`src/hw/rtl/tpc_pkg.sv`:
```
// Shared types, constants and ones' complement helper for the TCP checksum unit.
`timescale 1ns / 1ps

package tpc_pkg;

   localparam int QueueDepth = 4;

   // byte positions within the IPv4 header
   localparam logic [15:0] IdxVersion  = 16'd0;
   localparam logic [15:0] IdxTotLenHi = 16'd2;
   localparam logic [15:0] IdxTotLenLo = 16'd3;
   localparam logic [15:0] IdxProto    = 16'd9;
   localparam logic [15:0] IdxSrcAddr  = 16'd12;
   localparam logic [15:0] IdxSegment  = 16'd20;
   localparam logic [15:0] IdxMax      = 16'hFFFF;

   localparam logic [5:0] IpMinHeader = 6'd20;
   localparam logic [7:0] ProtoTcp    = 8'd6;

   typedef enum logic [1:0] {
      STATUS_OK           = 2'd0,
      STATUS_NOT_TCP      = 2'd1,
      STATUS_LEN_MISMATCH = 2'd2,
      STATUS_TRUNCATED    = 2'd3
   } status_type;

   // one unit of work handed from the classifier to the accumulator
   typedef struct packed {
      logic [15:0] word;
      logic        fin;
      status_type  status;
      logic [15:0] len;
   } queue_entry_type;

   function automatic logic [15:0] add_ones(input logic [15:0] a, input logic [15:0] b);
      logic [16:0] s;
      logic [16:0] f;
      s = {1'b0, a} + {1'b0, b};
      f = {1'b0, s[15:0]} + {16'd0, s[16]};
      return f[15:0];
   endfunction

endpackage

```
`src/hw/rtl/tpc_queue.sv`:
```
// Short request queue between the classifier and the accumulator.
`timescale 1ns / 1ps

module tpc_queue #(
   parameter int DEPTH = tpc_pkg::QueueDepth
) (
   input  logic                     clock,
   input  logic                     reset,
   input  logic                     push,
   input  tpc_pkg::queue_entry_type push_entry,
   output logic                     full,
   output logic                     valid,
   output tpc_pkg::queue_entry_type head_entry,
   input  logic                     pop
);
   import tpc_pkg::*;

   localparam int PtrW = (DEPTH > 1) ? $clog2(DEPTH) : 1;
   localparam int CntW = $clog2(DEPTH + 1);

   queue_entry_type store_ff [DEPTH];
   logic [PtrW-1:0] wr_ptr_ff, wr_ptr_in;
   logic [PtrW-1:0] rd_ptr_ff, rd_ptr_in;
   logic [CntW-1:0] count_ff, count_in;
   logic            do_push;
   logic            do_pop;

   assign full       = (count_ff == CntW'(DEPTH));
   assign valid      = (count_ff != '0);
   assign head_entry = store_ff[rd_ptr_ff];
   assign do_push    = push && !full;
   assign do_pop     = pop && valid;

   always_comb begin
      wr_ptr_in = wr_ptr_ff;
      rd_ptr_in = rd_ptr_ff;
      count_in  = count_ff;
      if (do_push) begin
         wr_ptr_in = (wr_ptr_ff == PtrW'(DEPTH - 1)) ? '0 : wr_ptr_ff + 1'b1;
      end
      if (do_pop) begin
         rd_ptr_in = (rd_ptr_ff == PtrW'(DEPTH - 1)) ? '0 : rd_ptr_ff + 1'b1;
      end
      if (do_push && !do_pop) begin
         count_in = count_ff + 1'b1;
      end else if (do_pop && !do_push) begin
         count_in = count_ff - 1'b1;
      end
   end

   always_ff @(posedge clock) begin
      if (reset) begin
         wr_ptr_ff <= '0;
         rd_ptr_ff <= '0;
         count_ff  <= '0;
      end else begin
         wr_ptr_ff <= wr_ptr_in;
         rd_ptr_ff <= rd_ptr_in;
         count_ff  <= count_in;
      end
   end

   always_ff @(posedge clock) begin
      if (do_push) begin
         store_ff[wr_ptr_ff] <= push_entry;
      end
   end

endmodule

```
`src/hw/rtl/tpc_front.sv`:
```
// Byte classifier: tracks header fields, forms 16-bit words and final status.
`timescale 1ns / 1ps

module tpc_front (
   input  logic                     clock,
   input  logic                     reset,
   input  logic                     accept,
   input  logic [7:0]               data_byte,
   input  logic                     last,
   output logic                     q_push,
   output tpc_pkg::queue_entry_type q_entry
);
   import tpc_pkg::*;

   logic [15:0] byte_cnt_ff, byte_cnt_in;
   logic        ovf_ff, ovf_in;
   logic [5:0]  hdr_ff, hdr_in;
   logic [15:0] total_ff, total_in;
   logic [7:0]  held_ff, held_in;
   logic        err_ff, err_in;

   logic [15:0] idx;
   logic        in_zone;
   logic [5:0]  hl_raw;
   logic        word_ok;
   logic [16:0] count;
   logic        trunc;

   assign idx     = byte_cnt_ff;
   assign in_zone = (idx >= IdxSrcAddr && idx < IdxSegment)
                 || (idx >= IdxSegment && idx >= {10'd0, hdr_ff});
   assign hl_raw  = {data_byte[3:0], 2'b00};

   always_comb begin
      byte_cnt_in = byte_cnt_ff;
      ovf_in      = ovf_ff;
      hdr_in      = hdr_ff;
      total_in    = total_ff;
      held_in     = held_ff;
      err_in      = err_ff;
      word_ok     = 1'b0;
      q_entry     = '0;
      count       = {1'b0, idx} + 17'd1;
      trunc       = 1'b0;

      if (accept && !ovf_ff) begin
         if (idx == IdxVersion) begin
            hdr_in = (hl_raw < IpMinHeader) ? IpMinHeader : hl_raw;
         end else if (idx == IdxTotLenHi) begin
            total_in = {data_byte, 8'h00};
         end else if (idx == IdxTotLenLo) begin
            total_in = {total_ff[15:8], data_byte};
         end else if (idx == IdxProto) begin
            word_ok      = 1'b1;
            q_entry.word = {8'h00, data_byte};
            if (data_byte != ProtoTcp) begin
               err_in = 1'b1;
            end
         end
         if (in_zone) begin
            if (!idx[0]) begin
               held_in = data_byte;
               // odd-length segment: pad the last byte with a zero low byte
               if (last && idx >= {10'd0, hdr_ff}) begin
                  word_ok      = 1'b1;
                  q_entry.word = {data_byte, 8'h00};
               end
            end else begin
               word_ok      = 1'b1;
               q_entry.word = {held_ff, data_byte};
            end
         end
      end

      trunc          = !ovf_ff && (count < {11'd0, hdr_in});
      q_entry.fin    = last;
      q_entry.len    = total_in - {10'd0, hdr_in};
      if (trunc) begin
         q_entry.status = STATUS_TRUNCATED;
      end else if (err_in) begin
         q_entry.status = STATUS_NOT_TCP;
      end else if (ovf_ff || count != {1'b0, total_in}) begin
         q_entry.status = STATUS_LEN_MISMATCH;
      end else begin
         q_entry.status = STATUS_OK;
      end

      q_push = accept && (word_ok || last);

      if (accept) begin
         if (last) begin
            byte_cnt_in = '0;
            ovf_in      = 1'b0;
            hdr_in      = '0;
            total_in    = '0;
            held_in     = '0;
            err_in      = 1'b0;
         end else if (idx == IdxMax) begin
            ovf_in = 1'b1;
         end else begin
            byte_cnt_in = idx + 16'd1;
         end
      end
   end

   always_ff @(posedge clock) begin
      if (reset) begin
         byte_cnt_ff <= '0;
         ovf_ff      <= 1'b0;
         hdr_ff      <= '0;
         total_ff    <= '0;
         held_ff     <= '0;
         err_ff      <= 1'b0;
      end else begin
         byte_cnt_ff <= byte_cnt_in;
         ovf_ff      <= ovf_in;
         hdr_ff      <= hdr_in;
         total_ff    <= total_in;
         held_ff     <= held_in;
         err_ff      <= err_in;
      end
   end

endmodule

```
`src/hw/rtl/tpc_back.sv`:
```
// Accumulator: ones' complement sum of queued words and the result register.
`timescale 1ns / 1ps

module tpc_back (
   input  logic                     clock,
   input  logic                     reset,
   input  logic                     q_valid,
   input  tpc_pkg::queue_entry_type q_entry,
   output logic                     q_pop,
   output logic                     rsp_empty,
   input  logic                     rsp_pop,
   output logic [15:0]              rsp_checksum_sum,
   output tpc_pkg::status_type      rsp_status
);
   import tpc_pkg::*;

   logic [15:0] sum_ff, sum_in;
   logic        out_valid_ff, out_valid_in;
   logic [15:0] out_sum_ff, out_sum_in;
   status_type  out_status_ff, out_status_in;
   logic [15:0] sum_word;
   logic        load;

   assign sum_word = add_ones(sum_ff, q_entry.word);
   // a final request needs the result register free, or freed this cycle
   assign q_pop    = q_valid && (!q_entry.fin || !out_valid_ff || rsp_pop);
   assign load     = q_pop && q_entry.fin;

   always_comb begin
      sum_in        = sum_ff;
      out_valid_in  = out_valid_ff;
      out_sum_in    = out_sum_ff;
      out_status_in = out_status_ff;
      if (rsp_pop && out_valid_ff) begin
         out_valid_in = 1'b0;
      end
      if (q_pop) begin
         if (q_entry.fin) begin
            sum_in        = '0;
            out_valid_in  = 1'b1;
            out_status_in = q_entry.status;
            out_sum_in    = (q_entry.status == STATUS_TRUNCATED)
                          ? 16'd0 : add_ones(sum_word, q_entry.len);
         end else begin
            sum_in = sum_word;
         end
      end
   end

   always_ff @(posedge clock) begin
      if (reset) begin
         sum_ff       <= '0;
         out_valid_ff <= 1'b0;
      end else begin
         sum_ff       <= sum_in;
         out_valid_ff <= out_valid_in;
      end
   end

   always_ff @(posedge clock) begin
      if (load) begin
         out_sum_ff    <= out_sum_in;
         out_status_ff <= out_status_in;
      end
   end

   assign rsp_empty        = !out_valid_ff;
   assign rsp_checksum_sum = out_sum_ff;
   assign rsp_status       = out_status_ff;

endmodule

```
`src/hw/rtl/tcp_pseudo_header_checksum_unit.sv`:
```
// Top level of the TCP pseudo-header checksum unit.
// A final byte's result is written into the queue, then loaded into the result register that drives the result ports.
// Throughput: one byte per cycle while req_full is low.
// The queue between classifier and accumulator absorbs result-side stalls.
// Reset (synchronous, active high) clears all counters, sums and queues.
`timescale 1ns / 1ps

module tcp_pseudo_header_checksum_unit #(
   parameter int QUEUE_DEPTH = tpc_pkg::QueueDepth
) (
   input  logic                clock,
   input  logic                reset,
   input  logic                req_push,
   output logic                req_full,
   input  logic [7:0]          req_data_byte,
   input  logic                req_last,
   output logic                rsp_empty,
   input  logic                rsp_pop,
   output logic [15:0]         rsp_checksum_sum,
   output tpc_pkg::status_type rsp_status
);
   import tpc_pkg::*;

   logic            accept;
   logic            q_push;
   logic            q_full;
   logic            q_valid;
   logic            q_pop;
   queue_entry_type push_entry;
   queue_entry_type head_entry;

   assign req_full = q_full;
   assign accept   = req_push && !q_full;

   tpc_front u_front (
      .clock     (clock),
      .reset     (reset),
      .accept    (accept),
      .data_byte (req_data_byte),
      .last      (req_last),
      .q_push    (q_push),
      .q_entry   (push_entry)
   );

   tpc_queue #(
      .DEPTH (QUEUE_DEPTH)
   ) u_queue (
      .clock      (clock),
      .reset      (reset),
      .push       (q_push),
      .push_entry (push_entry),
      .full       (q_full),
      .valid      (q_valid),
      .head_entry (head_entry),
      .pop        (q_pop)
   );

   tpc_back u_back (
      .clock            (clock),
      .reset            (reset),
      .q_valid          (q_valid),
      .q_entry          (head_entry),
      .q_pop            (q_pop),
      .rsp_empty        (rsp_empty),
      .rsp_pop          (rsp_pop),
      .rsp_checksum_sum (rsp_checksum_sum),
      .rsp_status       (rsp_status)
   );

   a_final_queued: assert property (@(posedge clock) disable iff (reset)
      accept && req_last |-> q_push)
      else $error("final request not queued");

   a_no_push_full: assert property (@(posedge clock) disable iff (reset)
      q_push |-> !q_full)
      else $error("queue written while full");

   a_trunc_zero: assert property (@(posedge clock) disable iff (reset)
      !rsp_empty && rsp_status == STATUS_TRUNCATED |-> rsp_checksum_sum == 16'd0)
      else $error("truncated packet with non-zero sum");

   a_result_from_queue: assert property (@(posedge clock) disable iff (reset)
      $fell(rsp_empty) |-> $past(q_pop && head_entry.fin))
      else $error("result appeared without a final request");

endmodule

```
`config.mk`:
```
export PLATFORM = sky130hd
export DESIGN_NAME = tcp_pseudo_header_checksum_unit
export DESIGN_NICKNAME = d
export VERILOG_FILES = /design/src/hw/rtl/tpc_pkg.sv /design/src/hw/rtl/tpc_queue.sv /design/src/hw/rtl/tpc_front.sv /design/src/hw/rtl/tpc_back.sv /design/src/hw/rtl/tcp_pseudo_header_checksum_unit.sv
export SDC_FILE = /design/constraint.sdc
export NUM_CORES = 1
export LEC_CHECK = 0
export BUFFER_PORTS_ARGS = -buffer_cell sky130_fd_sc_hd__buf_2
export CAP_MARGIN = 20
export CORE_UTILIZATION = 51
export DETAILED_ROUTE_END_ITERATION = 10
export HOLD_SLACK_MARGIN = 0.03
export PLACE_DENSITY = 0.7
export REMOVE_ABC_BUFFERS = 1
export SLEW_MARGIN = 10
export SYNTH_ARGS = -nofsm -noshare
export SYNTH_HDL_FRONTEND = slang
export SYNTH_HIERARCHICAL = 1
export SYNTH_SLANG_ARGS = --single-unit
export TNS_END_PERCENT = 30
```
`constraint.sdc`:
```
create_clock -name clock -period 7.4 [get_ports clock]
set_input_delay 1.11 -clock clock [delete_from_list [all_inputs] [get_ports clock]]
set_output_delay 1.11 -clock clock [all_outputs]
set_load 0.01 [all_outputs]
```
==> run summary, run 1 <==
The run finished with clean final reports. The share of total power dissipated in sequential elements is 26.4%. The maximum buffer depth of the clock tree came out at 3. Input and output buffers added on the ports amount to 32. The clock share of power came out at 18.5%.

The share of layout cells above drive strength 1 is 15.9%. The final cell utilization of the core came out at 57.4%. CTS saw 232 sinks. The library cell used as clock root buffer is sky130_fd_sc_hd__clkbuf_16. The relative slew slack is 34.5%. The switching component of the power came out at 2680 uW. The maximum level of the CTS H-tree came out at 1. After synthesis, flip-flops and latches occupy 49.6% of the total area. The final critical path takes up 95.1% of the cycle. The via density per instance is 5.88. In the routed design, unresolved DRC markers number 0. The repair_antennas step left the layout with diodes totalling 0. The number of setup violations in the final report came out at 0.

The number of max-cap violations is 0. The effective utilization at floorplan is 51.7%. The layout net count is 1214.

TritonCTS built the clock tree. The analysis attributes to cell leakage a power of 0.00515 uW. The critical path in this run is classified as reg2reg.

The initial antenna violation count came to 0. The die is 159 um wide. For this block, the routed nets add up to 28700 um of wire. The detailed-route wire length per cell came out at 19.4 um.

The area growth from synthesis to layout is 10.9%. The boundary pin count is 33. Synthesis produced 1100 cells. Including well taps, the total number of placed cells is 1425. Counting the buffers created by CTS gives 25. The weighted congestion reported at the end of routability-driven placement came out at 0.917.

After clock tree synthesis, the flow added hold-fix buffers numbering 0. The number of synthesized register bits is 232. IR analysis of the VDD net gives a maximum drop of 294 uV. The first global-routing pass estimated 45200 um of wire. For this run, the total global-route usage over all layers was measured as 22.8%. The worst endpoint data arrival time came out at 7.29 ns. The non-filler instance count after layout came out at 1477. The data required time of the critical path came out at 7.65 ns. The slowest stage of the critical path is the sky130_fd_sc_hd__mux4_2 cell.

The clock latency at the later pin of the worst-skew pair came out at 0.53 ns. The total grt overflow is 0. At the pin with the least slew margin, the transition time is 0.983 ns.

The part of the total power dissipated in combinational logic is 55.1%. For this run, the top clock speed supported by timing is 0.142 GHz. The final count of hold timing violations was 0. The count of warnings emitted by yosys came out at 6. The wire-length estimate of the detail-placed layout is 20400 um.

The vertical die dimension is 159 um. The minimum clock period is 7.04 ns. The via count of the first global-routing pass came out at 8258.

The class of the most critical hold timing path is reg2reg. The final count of pins violating max slew is 0. After synthesis, the share of flip-flops with an asynchronous set or reset is 0%. The launching element type of the critical path is a flip-flop. The detailed-route via count came out at 8683. The clock slew at the register clock pins of the worst setup and hold paths is 0.06 ns. The number of detailed-routing iterations run before antenna repair is 5.

The detail route stage leaves a number of antenna-violating nets equal to 0. Power spread over the standard cell area amounts to 465 nW/um^2. The biggest fanout along the worst timing path came out at 4. The first routing iteration left 691 violations. The setup clock skew after layout is 0.0192 ns.

The floorplan step defined a die boundary enclosing 25200 um^2. The row count came out at 57. In this run the standard cell core region covers 24200 um^2. The smallest hold slack came out at 0.459 ns.

The cell area that synthesis handed to floorplanning was 12500 um^2. The most numerous cell type found on the critical path is sky130_fd_sc_hd__nand2_1. The average instance in the mapped netlist occupies 11.4 um^2. In this design, the stage delay of the slowest critical-path cell is 0.52 ns. The number of flops mapped to enable cells by yosys is 158. The internal cell power is 3790 uW. The worst setup path is captured at a flip-flop. The net switching fraction of the power is 41.5%. The maximum number of pins on one net before global-route repair is 45. The number of distinct library cells after synthesis is 87.

The leading register cell type out of synthesis is sky130_fd_sc_hd__edfxtp_1.
==> power by group through the flow <==
stage | registers, uW | clock network, uW | logic (uW)
after floorplan | 1780 | 0 | 2520
after global placement | 1730 | 0 | 3330
after detailed placement | 1730 | 0 | 3370
after CTS | 1710 | 1220 | 3400
after global routing | 1720 | 1280 | 3930
final | 1710 | 1200 | 3560
==> cell families (layout without fill, tap and decap cells) <==
kind of cell / Yosys count / in the layout / synth area share, %
and+or+nand+nor: 373 / 373 / 15.2
DFF: 232 / 232 / 49.6
AOI/OAI and AO/OA: 200 / 200 / 11.0
buffers and inverters: 88 / 141 / 3.29
xor gates and xnor gates: 87 / 87 / 6.07
adders and majority gates: 67 / 67 / 6.90
muxes: 53 / 53 / 7.88
==> final timing paths <==
path                            startpoint                                   endpoint  slack [ns]  cells after the start
max                              flip-flop  u_back/rsp_checksum_sum[15]$_SDFFCE_PN0P_        0.36                     34
min          u_back/sum_ff[0]$_SDFFE_PP0P_              u_back/sum_ff[0]$_SDFFE_PP0P_        0.46                      2
max reg2reg                      flip-flop  u_back/rsp_checksum_sum[15]$_SDFFCE_PN0P_        0.36                     34
min reg2reg  u_back/sum_ff[0]$_SDFFE_PP0P_              u_back/sum_ff[0]$_SDFFE_PP0P_        0.46                      2
==> synthesized netlist by cell type, types with 20 or more instances <==
cell	n	area share [%]
sky130_fd_sc_hd__nor2_1	120	3.6
sky130_fd_sc_hd__nand3_1	36	1.4
sky130_fd_sc_hd__dfxtp_1	74	12
sky130_fd_sc_hd__nand2_1	65	1.9
sky130_fd_sc_hd__xor2_1	36	2.5
sky130_fd_sc_hd__clkbuf_1	26	0.78
sky130_fd_sc_hd__inv_1	40	1.2
sky130_fd_sc_hd__mux4_2	35	6.3
sky130_fd_sc_hd__xnor2_1	51	3.6
sky130_fd_sc_hd__edfxtp_1	158	38
sky130_fd_sc_hd__ha_1	62	6.2
sky130_fd_sc_hd__o21ai_0	35	1.4
sky130_fd_sc_hd__a22oi_1	20	1.2
sky130_fd_sc_hd__a21oi_1	57	2.3
sky130_fd_sc_hd__nor3_1	27	1.1
==> through the flow <==
stage / total power (uW) / instance area (um^2) / setup TNS [ns] / setup WS, ns
2_1_floorplan: 4300 / 12300 / -5.50 / -0.716
3_3_place_gp: 5060 / 13000 / 0 / 0.158
3_5_place_dp: 5100 / 13000 / 0 / 0.00702
4_1_cts: 6330 / 13800 / 0 / 0.0292
5_1_grt: 6920 / 13900 / -0.0985 / -0.0480
6_report: 6470 / 13900 / 0 / 0.359
==> placed cells by master (no fill, tap or decap), types with 25 or more instances in the layout <==
cell,synthesis,layout
sky130_fd_sc_hd__dfxtp_1,74,73
sky130_fd_sc_hd__edfxtp_1,158,158
sky130_fd_sc_hd__buf_2,9,32
sky130_fd_sc_hd__nor3_1,27,25
sky130_fd_sc_hd__xnor2_1,51,51
sky130_fd_sc_hd__nand3_1,36,36
sky130_fd_sc_hd__a21oi_1,57,57
sky130_fd_sc_hd__clkbuf_16,0,25
sky130_fd_sc_hd__xor2_1,36,36
sky130_fd_sc_hd__nor2_1,120,120
sky130_fd_sc_hd__nand2_1,65,65
sky130_fd_sc_hd__mux4_2,35,35
sky130_fd_sc_hd__inv_1,40,40
sky130_fd_sc_hd__ha_1,62,61
sky130_fd_sc_hd__o21ai_0,35,35
==> timing repair <==
action	in CTS	in global routing
pin swaps	0	8
buffers inserted	0	6
setup endpoints to repair	2	12
gates resized for setup	1	12
==> metal layers <==
metal	routed length (um)	track usage, %	part of all wire (%)
met5	0	0	0
met4	841	8.12	2.9
met3	1640	3.61	5.7
met2	13900	37.9	48
met1	12400	30.1	43
==> critical path: cells and delay by family (launching register included) <==
family / cells / cell delay [ns]
compound gates: 13 / 2.62
mux: 1 / 0.52
simple gates: 12 / 1.41
flops: 1 / 0.38
fa+ha+maj: 6 / 1.58
buf+inv: 1 / 0.09
xor+xnor: 1 / 0.16
==> state kept, by name, indices dropped and copies added (netlist names), named ones only <==
| register | cells |
|---|---|
| u_front/ovf_ff | 1 |
| u_front/err_ff | 1 |
| u_back/rsp_status | 2 |
| u_back/sum_ff | 16 |
| u_queue/store_ff | 140 |
| u_queue/rd_ptr_ff | 2 |
| u_front/total_ff | 16 |
| u_back/out_valid_ff | 1 |
| u_front/hdr_ff | 6 |
| u_front/byte_cnt_ff | 16 |
| u_front/held_ff | 8 |
| u_back/rsp_checksum_sum | 16 |
| u_queue/wr_ptr_ff | 2 |
| u_queue/count_ff | 3 |
==> layout make-up <==
type	count	area, um^2
fillers	1979	10300
well taps	324	405
multi-input cells	780	5980
flip-flops and latches	232	6230
clock inverters	12	103
clock buffers	33	696
repair buffers	53	318
inverters	43	180
No activity file was read; power rests on OpenSTA's default activity.
==> run 2: changes to the inputs <==
--- a/config.mk
+++ b/config.mk
@@ -7,10 +7,9 @@
 export LEC_CHECK = 0
 export BUFFER_PORTS_ARGS = -buffer_cell sky130_fd_sc_hd__buf_2
 export CAP_MARGIN = 20
-export CORE_UTILIZATION = 51
+export CORE_UTILIZATION = 30
 export DETAILED_ROUTE_END_ITERATION = 10
 export HOLD_SLACK_MARGIN = 0.03
-export PLACE_DENSITY = 0.7
 export REMOVE_ABC_BUFFERS = 1
 export SLEW_MARGIN = 10
 export SYNTH_ARGS = -nofsm -noshare
==> run 2 against run 1 <==
  * The run now ends with design-rule violations left
  * Combinational power up 2%
  * Global-route usage shrank 8.7 points
  * Cell count rose by 15%
  * Die area increased by 69%
  * Critical path depth is the same
  * Count of clock-buffer cells in the layout decreased by 4
  * Sequential share of layout area shrank 1.2 points
  * Non-clock buffer count increased by 10
  * Register-to-register slack improved by 0.13 ns
  * Flip-flop and latch count unchanged
  * Setup slack improved by 0.13 ns
  * Clock power increased by 6%
  * Critical path type unchanged
  * Highest routed layer is now met5
==> run summary, run 2 (synthesis gave the netlist of run 1 again) <==
The CTS buffer count is 25 (unchanged). The fmax is 0.145 GHz (was 0.142 GHz). Outcome: finished, violations left (was complete, no violations). The top cell family by delay on the critical path is compound AO/OA/AOI/OAI gates (unchanged).

The via density per instance is 5.07 (was 5.88). The top register by number of flip-flops is u_queue/store_ff (unchanged). The fraction of the cycle the final worst path needs came out at 93.4% (was 95.1%). The class of the most critical hold timing path is reg2reg (unchanged). The launching element type of the critical path is a flip-flop (unchanged). The post-placement setup slack came out at 0.179 ns (was 0.00702 ns). The area occupied by multi-input gates came out at 5980 um^2 (about the same).

The aggregate routed wire length came out at 29600 um (was 28700 um). The kind of capture point of the worst setup path is a flip-flop (unchanged). The layout net count came to 1224 (was 1214).

The number of cells on the worst reg-to-reg path came out at 34 (unchanged). The boundary pin count came out at 33 (unchanged). The TritonCTS clock tree is built (unchanged). The filler cell count came out at 4055 (was 1979). The switching component of the power was 2730 uW (was 2680 uW).

The number of flip-flops under the largest register name is 140 (unchanged). The total number of cells along the worst setup path is 34 (unchanged). The global-route wire length before repair was 46600 um (was 45200 um).

The residual antenna-violating net count after detailed routing came out at 0 (unchanged). The HPWL after detailed placement is 21400 um (was 20400 um). The biggest fanout along the worst timing path is 4 (unchanged). The relative slew slack is 28.5% (was 34.5%). The number of detailed-routing iterations run before antenna repair is 8 (was 5). The number of DRC markers in iteration 0 was 575 (was 691). The worst path setup slack after routing came out at 0.492 ns (was 0.359 ns). The die area came out at 42600 um^2 (was 25200 um^2). The count of hold buffers inserted by post-cts repair is 0 (unchanged). The part of the total power dissipated in combinational logic is 55.1% (about the same). The net switching fraction of the power was 41.5% (about the same).

The detailed-route via count came out at 8599 (was 8683). The most common library cell in the layout ignoring fill and taps was sky130_fd_sc_hd__edfxtp_1 (unchanged). The worst path buffer plus inverter count came out at 1 (unchanged). The startpoint-to-endpoint class of the critical path is reg2reg (unchanged). The smallest hold slack came to 0.458 ns (was 0.459 ns).

The share of layout cells above drive strength 1 is 16.8% (was 15.9%). The maximum number of pins on one net before global-route repair is 45 (unchanged). The final cell utilization of the core came out at 34.8% (was 57.4%). The weighted congestion reported at the end of routability-driven placement is 0.914 (was 0.917). The total grt overflow is 0 (unchanged). The footprint of the flip-flops and latches is 6230 um^2 (unchanged). The summed negative setup slack over all endpoints is 0 ns (unchanged). The number of clock sinks came out at 232 (unchanged). The number of buffer cells added on primary ports came out at 32 (unchanged). The worst endpoint data arrival time came out at 7.16 ns (was 7.29 ns). The biggest cell delay along the critical path is 0.50 ns (was 0.52 ns). The layout-stage area growth over the synthesis result is 13.9% (was 10.9%). The row count is 74 (was 57).

The detailed-route wire length per cell is 17.4 um (was 19.4 um). The vertical die dimension is 206 um (was 159 um). The cell area after layout is 14300 um^2 (was 13900 um^2). The clock share of power is 19.2% (was 18.5%).

The placed cell area came to 13400 um^2 (was 13000 um^2). Most frequent cells in the layout: sky130_fd_sc_hd__edfxtp_1 (158), sky130_fd_sc_hd__nor2_1 (118), sky130_fd_sc_hd__dfxtp_1 (73), sky130_fd_sc_hd__nand2_1 (64), sky130_fd_sc_hd__ha_1 (61) (was sky130_fd_sc_hd__edfxtp_1 (158), sky130_fd_sc_hd__nor2_1 (120), sky130_fd_sc_hd__dfxtp_1 (73), sky130_fd_sc_hd__nand2_1 (65), sky130_fd_sc_hd__ha_1 (61)). The maximum vdd ir drop is 304 uV (was 294 uV). The portion of total power attributed to sequential cells came out at 25.7% (was 26.4%). The width of the die came out at 206 um (was 159 um). The power per unit of standard cell area came out at 461 nW/um^2 (was 465 nW/um^2). The number of DRC violations after detailed routing is 10 (was 0). The internal cell power was 3850 uW (was 3790 uW). The final count of hold timing violations came out at 0 (unchanged). The number of setup violations in the final report is 0 (unchanged).

The via count of the first global-routing pass was 8347 (was 8258). The total routing usage reported by global routing came out at 14.1% (was 22.8%). The minimum clock period is 6.91 ns (was 7.04 ns). The maximum buffer depth of the clock tree is 3 (unchanged).

The slowest library cell on the worst path is sky130_fd_sc_hd__mux4_2 (unchanged). The number of max-cap violations came out at 0 (unchanged). The final count of pins violating max slew is 0 (unchanged). The library cell used as clock root buffer is sky130_fd_sc_hd__clkbuf_16 (unchanged). The initial antenna violation count came out at 1 (was 0). The placeable core area came out at 41000 um^2 (was 24200 um^2).

The data required time of the critical path came out at 7.65 ns (about the same). The number of cells on the worst hold path came out at 2 (unchanged). The clock latency at the later pin of the worst-skew pair is 0.55 ns (was 0.53 ns).

The setup clock skew after layout came out at 0.0223 ns (was 0.0192 ns). The actual transition at the worst max-transition pin is 1.07 ns (was 0.983 ns). The effective utilization at floorplan came out at 30.6% (was 51.7%). The clock slew at the register clock pins of the worst setup and hold paths is 0.06 ns (about the same). The static leakage is 0.00521 uW (was 0.00515 uW).

The maximum level of the CTS H-tree came out at 1 (unchanged). The checks that failed: design-rule violations.
-- run 2: cell types whose count changed in the layout (fill, tap and decap cells not counted), moves of 3 or more --
| cell | change |
|---|---|
| sky130_fd_sc_hd__and3_1 | +3 |
| sky130_fd_sc_hd__nor3_2 | +3 |
| sky130_fd_sc_hd__clkbuf_8 | -4 |
| sky130_fd_sc_hd__buf_4 | +9 |
| sky130_fd_sc_hd__and3_2 | -3 |
-- run 2: what timing repair did --
item	4_1_cts	5_1_grt
setup endpoints to repair	0	9
resized for setup	0	16
setup buffers	0	4
-- run 2: per-stage QoR --
step           power (uW)  instances
5_1_grt              7050       1696
6_report             6590       1697
2_1_floorplan        4300       1055
3_3_place_gp         5170       1646
3_5_place_dp         5220       1646
4_1_cts              6510       1692
-- run 2: path summary, 6_finish.rpt --
| path | start | endpoint | slack (ns) |
|---|---|---|---|
| max | flip-flop | u_back/rsp_checksum_sum[15]$_SDFFCE_PN0P_ | 0.49 |
| max reg2reg | flip-flop | u_back/rsp_checksum_sum[15]$_SDFFCE_PN0P_ | 0.49 |
| min reg2reg | u_front/held_ff[4]$_SDFF_PP0_ | u_front/held_ff[4]$_SDFF_PP0_ | 0.46 |
| min | u_front/held_ff[4]$_SDFF_PP0_ | u_front/held_ff[4]$_SDFF_PP0_ | 0.46 |
-- run 2: per-layer routing --
metal | track usage [%] | routed length [um]
met2 | 22.4 | 13300
met1 | 19.3 | 14100
met5 | 0 | 8
met3 | 2.62 | 1210
met4 | 4.62 | 940
-- run 2: power groups by stage --
| stage | sequential, uW | combinational, uW | clock, uW |
|---|---|---|---|
| after global placement | 1720 | 3450 | 0 |
| after CTS | 1690 | 3520 | 1300 |
| after global routing | 1710 | 3990 | 1350 |
| after floorplan | 1780 | 2520 | 0 |
| after detailed placement | 1720 | 3500 | 0 |
| final | 1690 | 3630 | 1270 |
-- run 2: cell type report --
type	instances	share of cell area [%]
clock inverter	17	1.30
timing repair buffer	63	2.84
multi-input combinational	780	41.8
antenna	1	0.0175
sequential	232	43.6
inverter	43	1.26
tap	532	4.66
clock buffer	29	4.48
-- run 2: worst reg2reg max path: cells and delay by family (launching register included) --
family,cells,cell delay (ns)
buf+inv,1,0.08
xor+xnor,1,0.16
mux,1,0.51
simple gates,12,1.37
fa+ha+maj,6,1.63
compound gates,13,2.51
flops,1,0.38
